### src/rtl/rfpq_pkg.sv
// Package for the rectangle-flip / point-query bit tree unit.
// Holds the grid constants, operation codes, walker structs and the lowest-set-bit helper.
// No dependencies; rfpq_walk and the top level import it.
package rfpq_pkg;

  // Rows and columns held in the tree store.
  localparam int GRID = 1024;
  localparam int ADDR_W = $clog2(GRID);
  // Width of the coordinate fields and of the size register.
  localparam int FIELD_W = 11;
  // Walk indices need one more bit: a corner may be a field value plus one.
  localparam int WALK_W = FIELD_W + 1;

  localparam int IN_TDATA_W = ((4 * FIELD_W + 7) / 8) * 8;
  localparam int OUT_TDATA_W = 8;

  localparam logic [FIELD_W-1:0] GRID_SIZE_RESET = FIELD_W'(1024);

  typedef logic [1:0] op_t;
  localparam op_t OP_TOGGLE = 2'd0;
  localparam op_t OP_QUERY = 2'd1;
  localparam op_t OP_CLEAR = 2'd2;

  typedef logic [FIELD_W-1:0] field_t;
  typedef logic [WALK_W-1:0] walk_idx_t;
  typedef logic [ADDR_W-1:0] addr_t;

  typedef struct packed {
    logic      start;
    logic      up;
    walk_idx_t row;
    walk_idx_t col;
    field_t    lim;
  } walk_cmd_t;

  typedef struct packed {
    logic  valid;
    addr_t row;
    addr_t col;
  } walk_node_t;

  function automatic walk_idx_t low_bit(walk_idx_t v);
    return v & (~v + 1'b1);
  endfunction

endpackage

### src/rtl/rfpq_walk.sv
// Index walker: steps through the tree nodes of one corner, one node per cycle.
// Upward walks add the lowest set bit, downward walks subtract it, in both dimensions.
// Depends on rfpq_pkg.
module rfpq_walk (
  input  logic                clk,
  input  logic                rst,
  input  rfpq_pkg::walk_cmd_t cmd,
  output rfpq_pkg::walk_node_t node,
  output logic                busy
);
  import rfpq_pkg::*;

  localparam logic [WALK_W:0] GRID_X = (WALK_W + 1)'(GRID);

  logic      active;
  logic      up;
  walk_idx_t i;
  walk_idx_t j;
  walk_idx_t c0;
  field_t    lim;

  walk_idx_t lim_w;
  walk_idx_t j_up;
  walk_idx_t i_up;
  walk_idx_t j_dn;
  walk_idx_t i_dn;
  logic      skip_row;
  logic      emit;
  logic      ok_start;

  always_comb begin
    lim_w = {1'b0, lim};
    j_up = j + low_bit(j);
    i_up = i + low_bit(i);
    j_dn = j - low_bit(j);
    i_dn = i - low_bit(i);
    // Rows beyond the store hold nothing, so a downward walk passes them whole.
    skip_row = {1'b0, i} > GRID_X;
    emit = up ? 1'b1 : (!skip_row && ({1'b0, j} <= GRID_X));
    ok_start = (cmd.row != '0) && (cmd.col != '0) &&
               (!cmd.up || ((cmd.row <= {1'b0, cmd.lim}) && (cmd.col <= {1'b0, cmd.lim})));
  end

  always_ff @(posedge clk) begin
    if (rst) begin
      active <= 1'b0;
    end else if (active) begin
      if (up) begin
        if (j_up <= lim_w) begin
          j <= j_up;
        end else if (i_up <= lim_w) begin
          i <= i_up;
          j <= c0;
        end else begin
          active <= 1'b0;
        end
      end else begin
        if (!skip_row && (j_dn != '0)) begin
          j <= j_dn;
        end else if (i_dn != '0) begin
          i <= i_dn;
          j <= c0;
        end else begin
          active <= 1'b0;
        end
      end
    end else if (cmd.start) begin
      active <= ok_start;
      up <= cmd.up;
      i <= cmd.row;
      j <= cmd.col;
      c0 <= cmd.col;
      lim <= cmd.lim;
    end
  end

  assign busy = active;
  assign node.valid = active & emit;
  assign node.row = ADDR_W'(i - 1'b1);
  assign node.col = ADDR_W'(j - 1'b1);

endmodule

### config.mk
export PLATFORM = sky130hd
export DESIGN_NAME = rfpq_walk
export DESIGN_NICKNAME = d
export VERILOG_FILES = /design/src/rtl/rfpq_pkg.sv /design/src/rtl/rfpq_walk.sv
export SDC_FILE = /design/constraint.sdc
export NUM_CORES = 1
export LEC_CHECK = 0
export CORE_MARGIN = 8
export CORE_UTILIZATION = 66
export CTS_CLUSTER_DIAMETER = 100
export DETAILED_ROUTE_END_ITERATION = 10
export DONT_BUFFER_PORTS = 1
export PLACE_DENSITY = 0.82
export SETUP_SLACK_MARGIN = 0.2
export SYNTH_ARGS = -nofsm -noshare
export SYNTH_HDL_FRONTEND = slang
export SYNTH_SLANG_ARGS = --single-unit
export TNS_END_PERCENT = 10
### constraint.sdc
create_clock -name clk -period 6.2 [get_ports clk]
set_input_delay 0.93 -clock clk [delete_from_list [all_inputs] [get_ports clk]]
set_output_delay 0.93 -clock clk [all_outputs]
set_load 0.05 [all_outputs]
; Word level (Yosys, flattened, before mapping)
; Cells that the tools add are included.
[op_classes]
addsub = 8
order_cmp = 6
eq_ne = 6
n_mux = 22
bitwise = 7
n_reduce_logical = 16
[ops]
columns = op, count
row1 = $mux 12, 14
row2 = $le 12x11->1, 4
row3 = $reduce_bool 12->1, 4
row4 = $add 12x1->12 const B, 2
row5 = $add 12x12->12, 2
row6 = $and 12x12->12, 2
row7 = $not 12->12, 2
row8 = $sub 12x12->12, 2
row9 = $sub 10x1->10 const B, 2
row10 = $gt 12x11->1 const B, 1
row11 = $le 12x11->1 const B, 1
row12 = $mux 1, 8
row13 = $ne 3x3->1 const B, 2
row14 = $reduce_and 6->1, 1
row15 = $logic_and 1x1->1, 5
row16 = $ne 4x1->1 const B, 1
row17 = $ne 4x2->1 const B, 1
row18 = $reduce_and 4->1, 1
row19 = $ne 3x1->1 const B, 1
row20 = $ne 3x2->1 const B, 1
row21 = $reduce_and 3->1, 1
row22 = $logic_not 1->1, 2
row23 = $not 1->1, 2
row24 = $reduce_bool 2->1, 1
row25 = other kinds (2), 2
[word_totals]
reg_bits = 49
in_bits = 39
word_cells = 71

; Depth between registers and ports, before layout
; Gate-level depths: netlist (run 1).
[depth]
ltp_word = 9
depth_mapped = 19

; Least setup slack after synthesis (run 1)
; No wires, ideal clock.
[synth_path]
kind = reg2reg
from = register j[0]
to = register i[0], enable pin
arrival_time_ns = 5.204
t_required_ns = 5.778
path_slack_ns = 0.574
stages_incl_launch_ff = 19
path_buffers = 1
path_cell_list = edfxtp_1 > inv_1 > ha_1 > or3b_1 > buf_2 > or3_1 > nor2_1 > o22a_1 > nor2_1 > nor4_1 > ha_1 > nand4_1 > nor2_1 > o21ai_0 > nand3_1 > o211ai_1 > nand3_1 > a31oi_1 > a2111oi_1
[synth_via]
elab_chain_len = 8
[synth_rtl]
columns = element, line
row1 = start: declaration, rfpq_walk.sv:18  ; walk_idx_t j;
row2 = start signal: assignment, rfpq_walk.sv:50  ; j <= j_up;
row3 = start signal: assignment, rfpq_walk.sv:59  ; j <= j_dn;
row4 = start signal: assignment, rfpq_walk.sv:71  ; j <= cmd.col;
row5 = "parallel branches: the longest is 7 deep, another holds $add 12x1->12", n/a
row6 = $reduce_and 6->1 (no source line) (*), n/a
row7 = end signal: assignment, rfpq_walk.sv:52  ; i <= i_up;
row8 = end signal: assignment, rfpq_walk.sv:61  ; i <= i_dn;
row9 = end signal: assignment, rfpq_walk.sv:70  ; i <= cmd.row;
row10 = end: declaration, rfpq_walk.sv:17  ; walk_idx_t i;
; Every way passes the cells marked *.
; A chain may end at the register's enable or synchronous reset.

==> qor.csv, run 1 <==
metric;value;unit
status;complete, no violations;
share of cells above drive strength 1;6.02;%
Clock Tree Buf Depth;2;
placed cell area;5440;um^2
FFs w/ async S/R, synth;0;%
kind of end point of the critical path;primary output;
GRT Total Usage;26.5;%
sequential element share of the synthesized area;27.2;%
clock-pin slew on the worst setup and hold paths;0.10;ns
min-delay src;c0[11]$_DFFE_PP_;
Setup Viol. Count Final;0;
WL final;15300;um
DRC;0;
initial core utilization;66.7;%
Worst VDD drop;0.129;mV
r2r setup slk;1.14;ns
Core Util, Final;68.6;%
ANT nets after route;0;
Worst Hold Class;register to register;
number of synthesized flops with an enable pin;48;
clock skew;0.00617;ns
Period Utilization, post-route;81.6;%
CP startpoint kind;register;
Synth Instances;633;
RSZ-0062 raised after global routing;no;
leakage power total;2.26;nW
fill cell count;659;
vias in the first global route;4583;
f_max;0.198;GHz
first-pass GRT wire length;24200;um
arrival time worst endpoint;4.13;ns
sw frac;41.0;%
worst r2r dst;j[2]$_DFFE_PP_;
worst r2r path cells;18;
clk_lat worst skew;0.31;ns
cell accounting for the most synthesized area;edfxtp_1;
post-layout total power;1.05;mW
root buf cell;clkbuf_8;
WHS Path Cells;1;
gp weighted congestion;0.901;
Final #Nets;713;
CTS Sinks;49;
register bit count reported by yosys;49;
fin. max-slew vios;0;
row cnt;33;
Pwr Density;190;nW/um^2
Ant. Diodes;0;
cts repair resizes;0;
ys flop type;edfxtp_1;
commonest cells in the netlist;59 x ha_1, 52 x nand2_1, 48 x edfxtp_1;
critical path peak fanout;11;
Die Height;106;um
Netlist cell types;77;
crit path kind;register to primary output;
drt pass-1 iters;6;
Die W;106;um
setup ws final;1.14;ns
total CTS buffers;5;
Mapped Nets;731;
via count;5082;
Die ar.;11300;um^2
core region area;8050;um^2
Setup TNS;0;ns
relative max-transition margin;26.1;%
CTS tree;yes;
Initial DRC Count;507;
Layout area overhead;2.77;%
top-count cell post-synth;ha_1;
minimum clock period;5.06;ns
Tightest Pin Transition;1.10;ns
worst hold endpoint;j[11]$_DFFE_PP_;
io pins;61;
routed len/inst;21.3;um
Mapped Area;5370;um^2
Overflow after GRT;0;
Port Buf Inserts;0;
Post-CTS Hold Buffers;0;
Area contributors post-synth;edfxtp_1 27%, ha_1 14%, nand2_1 3.6%;
pre-CTS worst setup slack;1.22;ns
pin count of the biggest net entering global routing;25;
initial antenna violation count;0;
final hold viol count;0;
post-route cell area;5520;um^2
power share of the combinational group;39.4;%
WP data required;5.27;ns
Net Sw Power;0.429;mW
Yosys top cell area share;26.8;%
Vias per Instance;7.06;
Post-Syn Area per Cell;8.49;um^2
htree depth;2;
sequential power share;42.4;%
Clk pwr share;18.2;%
# Max-Cap Violations;0;
dpl hpwl;12100;um
Reg-to-Reg Start;j[0]$_DFFE_PP_;
Int Pwr;0.618;mW
Synth Warn #;0;
setup bufs post-CTS;0;
==> area by class of cell <==
cell class	count	area [um^2]	area share, %
multi-input combinational	504	3620	65.5
sequential	49	1460	26.5
inverter	49	184	3.33
tap	105	131	2.38
clock buffer	5	68.8	1.25
timing repair buffer	6	45.0	0.816
clock inverter	2	16.3	0.295
==> worst max-delay path by stage <==
stage                               from              to  slack [ns]  depth (start not counted)
after floorplan           j[0]$_DFFE_PP_  i[0]$_DFFE_PP_        0.57                         18
after global placement    j[0]$_DFFE_PP_  i[1]$_DFFE_PP_        1.33                         19
after detailed placement  j[0]$_DFFE_PP_  j[2]$_DFFE_PP_        1.22                         18
after CTS                 j[0]$_DFFE_PP_  j[2]$_DFFE_PP_        1.19                         18
after global routing      j[0]$_DFFE_PP_  j[2]$_DFFE_PP_        0.72                         18
final                     i[0]$_DFFE_PP_        node[20]        1.14                          8
==> cells in the final DEF, fill, tap and decap left out, types with 9 or more instances in the layout <==
master,instances
edfxtp_1,48
nor3_1,21
a221o_1,9
nor4_1,12
mux2i_1,14
ha_1,59
a211oi_1,11
o31ai_1,9
xnor2_1,20
inv_1,47
o21ai_0,31
o211ai_1,11
nor2_1,42
nand2_1,52
nand3_1,25
a21o_1,15
a21oi_1,31
a31oi_1,12
nor2b_1,10
==> sequential cells by signal, summed over array words and instances (netlist names) <==
| name | flops |
|---|---|
| c0 | 12 |
| i | 12 |
| j | 12 |
| lim | 11 |
| busy | 1 |
| up | 1 |
==> logic make-up (layout without fill, tap and decap cells) <==
family                     count (synthesis)  in the layout  share of synthesized area [%]
and+or+nand+nor                          210            210                           20.0
AOI/OAI and AO/OA                        189            189                           25.3
buffers and inverters                     80             62                           5.70
adders and majority gates                 59             59                           13.7
DFF                                       49             49                           27.2
xor gates and xnor gates                  26             26                           4.24
muxes                                     20             20                           3.86
==> worst max-delay path, stage by stage, from the launching register on <==
cell,delay (ns)
edfxtp_1,0.57
inv_1,0.44
ha_1,0.30
nor2b_1,0.29
nand4_1,0.24
o21ai_1,0.50
nor2b_1,0.48
nand3b_1,0.14
a21oi_1,0.87
==> metrics by stage <==
step | hold WS (ns) | instances
5_1_grt | 0.571 | 720
3_3_place_gp | 0.528 | 713
6_report | 0.555 | 720
4_1_cts | 0.553 | 720
2_1_floorplan | 0.525 | 633
3_5_place_dp | 0.532 | 713
==> power by group through the flow <==
stage	Clock (mW)	Sequential [mW]	Combinational, mW
6_report	0.190	0.444	0.413
5_1_grt	0.200	0.448	0.449
4_1_cts	0.189	0.442	0.406
3_5_place_dp	0	0.450	0.403
3_3_place_gp	0	0.447	0.387
2_1_floorplan	0	0.417	0.347
==> per-layer routing <==
layer / wire length, um / up-vias / share of wire [%] / global-route usage (%)
met3: 2020 / 34 / 13 / 5.63
li1: - / 2358 / - / -
met2: 6750 / 341 / 44 / 40.7
met5: 0 / - / 0 / 0
met4: 208 / 0 / 1.4 / 4.12
met1: 6320 / 2349 / 41 / 38.0
Power figures use the tool's default switching activity.
==> run 2, diff against run 1 <==
- clock period: 6.2 -> 4.7 ns (I/O delays scaled with it)
==> run 2 against run 1 <==
Net effect: die area unchanged; cell count increased by 3.1%; via count increased by 2.5%; non-clock buffer count increased by 22; clock skew increased by 0.0016 ns; critical path type is now register to register; largest power group is now combinational cells.
==> qor.csv, run 2 (synthesized netlist as in run 1, its figures left out) <==
metric;value;unit
initial core utilization;66.7;%
core region area;8050;um^2
r2r setup slk;0.46;ns
total area of sequential cells;1460;um^2
Final #Nets;735;
Initial DRC Count;683;
Die ar.;11300;um^2
pin count of the biggest net entering global routing;28;
clock-pin slew on the worst setup and hold paths;0.10;ns
fin. max-slew vios;0;
Port Buf Inserts;0;
RSZ-0062 raised after global routing;no;
dpl hpwl;12200;um
Period Utilization, post-route;90.2;%
Worst Hold Class;primary input to register;
total CTS buffers;5;
Post-CTS Hold Buffers;0;
Ant. Diodes;0;
clock skew;0.00781;ns
most common cell after layout, fill and taps aside;ha_1;
DRC;0;
Reg-to-Reg Start;j[0]$_DFFE_PP_;
leakage power total;2.38;nW
row cnt;33;
CTS tree;yes;
min-delay src;cmd[2];
WHS Path Cells;0;
via count;5211;
Setup Viol. Count Final;0;
root buf cell;clkbuf_8;
status;complete, no violations;
critical path peak fanout;7;
# Max-Cap Violations;0;
htree depth;2;
worst hold endpoint;lim[2]$_DFFE_PP_;
first-pass GRT wire length;24500;um
Setup TNS;0;ns
drt pass-1 iters;5;
Die Height;106;um
gp weighted congestion;0.939;
Layout area overhead;8.68;%
crit path kind;register to register;
Multi-input gate area;3720;um^2
clk_lat worst skew;0.31;ns
biggest regs;c0 (12), i (12), j (12);
worst r2r path cells;17;
arrival time worst endpoint;4.42;ns
vias in the first global route;4732;
Die W;106;um
WL final;15800;um
fill cell count;627;
kind of end point of the critical path;register;
Clock Tree Buf Depth;2;
GRT Total Usage;26.9;%
CP startpoint kind;register;
Vias per Instance;7.02;
DP Cell Count;731;
ANT nets after route;0;
commonest cells after routing, fill and taps aside;57 x ha_1, 51 x nand2_1, 48 x edfxtp_1;
share of cells above drive strength 1;11.6;%
Core Util, Final;72.5;%
io pins;61;
initial antenna violation count;0;
relative max-transition margin;32.6;%
Worst VDD drop;0.173;mV
non-filler instance count after layout;742;
final hold viol count;0;
routed len/inst;21.3;um
Tightest Pin Transition;1.01;ns
Pwr Density;254;nW/um^2
worst r2r dst;j[9]$_DFFE_PP_;
CTS Sinks;49;
f_max;0.236;GHz
Overflow after GRT;0;
WP data required;4.88;ns
minimum clock period;4.24;ns
-- run 2: changes by cell type in the layout (fill, tap and decap cells not counted), sizes merged --
cell / delta
buf: +22
clkinv: -1
bufinv: +1
inv: -1
clkinvlp: +1
-- run 2: report_power, final --
group          internal, mW  switching, mW
logic                 0.218          0.383
clock network         0.158          0.156
registers             0.521         0.0503
total                 0.897          0.589
-- run 2: per-layer routing --
layer,share of wire [%],vias up,global-route usage (%)
li1,-,2404,-
met1,39,2428,35.5
met4,2.7,0,7.54
met3,13,50,8.17
met5,0,-,0
met2,45,329,41.6
-- run 2: worst max-delay path by stage --
stage / to / cells past startpoint / slack, ns / startpoint
3_5_place_dp: j[0]$_DFFE_PP_ / 18 / 0.23 / i[1]$_DFFE_PP_
2_1_floorplan: i[0]$_DFFE_PP_ / 18 / 0.22 / j[0]$_DFFE_PP_
5_1_grt: j[7]$_DFFE_PP_ / 18 / 0.19 / j[0]$_DFFE_PP_
6_report: j[9]$_DFFE_PP_ / 17 / 0.46 / j[0]$_DFFE_PP_
4_1_cts: i[6]$_DFFE_PP_ / 19 / 0.20 / i[1]$_DFFE_PP_
3_3_place_gp: j[0]$_DFFE_PP_ / 15 / 0.37 / i[1]$_DFFE_PP_
-- run 2: critical path, stage by stage (launching register included) --
cell and delay (ns):
edfxtp_1 0.44, clkinvlp_4 0.14, ha_4 0.15, or3b_1 0.40, or3_4 0.42, nor2_4 0.16, o22a_1 0.16, nor2_1 0.05
nor4_2 0.39, ha_1 0.32, nand4_1 0.08, nor2_1 0.06, o21ai_0 0.08, nand3_1 0.10, o211ai_1 0.14, nand3_2 0.19
nor2_1 0.53, a221o_1 0.28
-- run 2: area by class of cell --
type / count / share of cell area, %
clock buffers: 5 / 1.18
clock inverters: 2 / 0.664
inverters: 49 / 3.28
multi-input cells: 504 / 63.7
flip-flops and latches: 49 / 25.0
well taps: 105 / 2.25
repair buffers: 28 / 3.94
-- run 2: what timing repair did --
action | CTS | global route
endpoints found under the setup margin | 18 | 31
setup buffers | 1 | 2
gates cloned | 0 | 1
pin swaps | 1 | 2
gates resized for setup | 0 | 12
-- run 2: per-stage QoR --
| step | setup slack [ns] | hold WS, ns | total power, mW | cell area, um^2 |
|---|---|---|---|---|
| after global placement | 0.370 | 0.536 | 1.12 | 5640 |
| after global routing | 0.190 | 0.466 | 1.56 | 5840 |
| after detailed placement | 0.230 | 0.546 | 1.15 | 5640 |
| after floorplan | 0.215 | 0.525 | 1.02 | 5450 |
| final | 0.459 | 0.478 | 1.49 | 5840 |
| after CTS | 0.196 | 0.477 | 1.46 | 5770 |
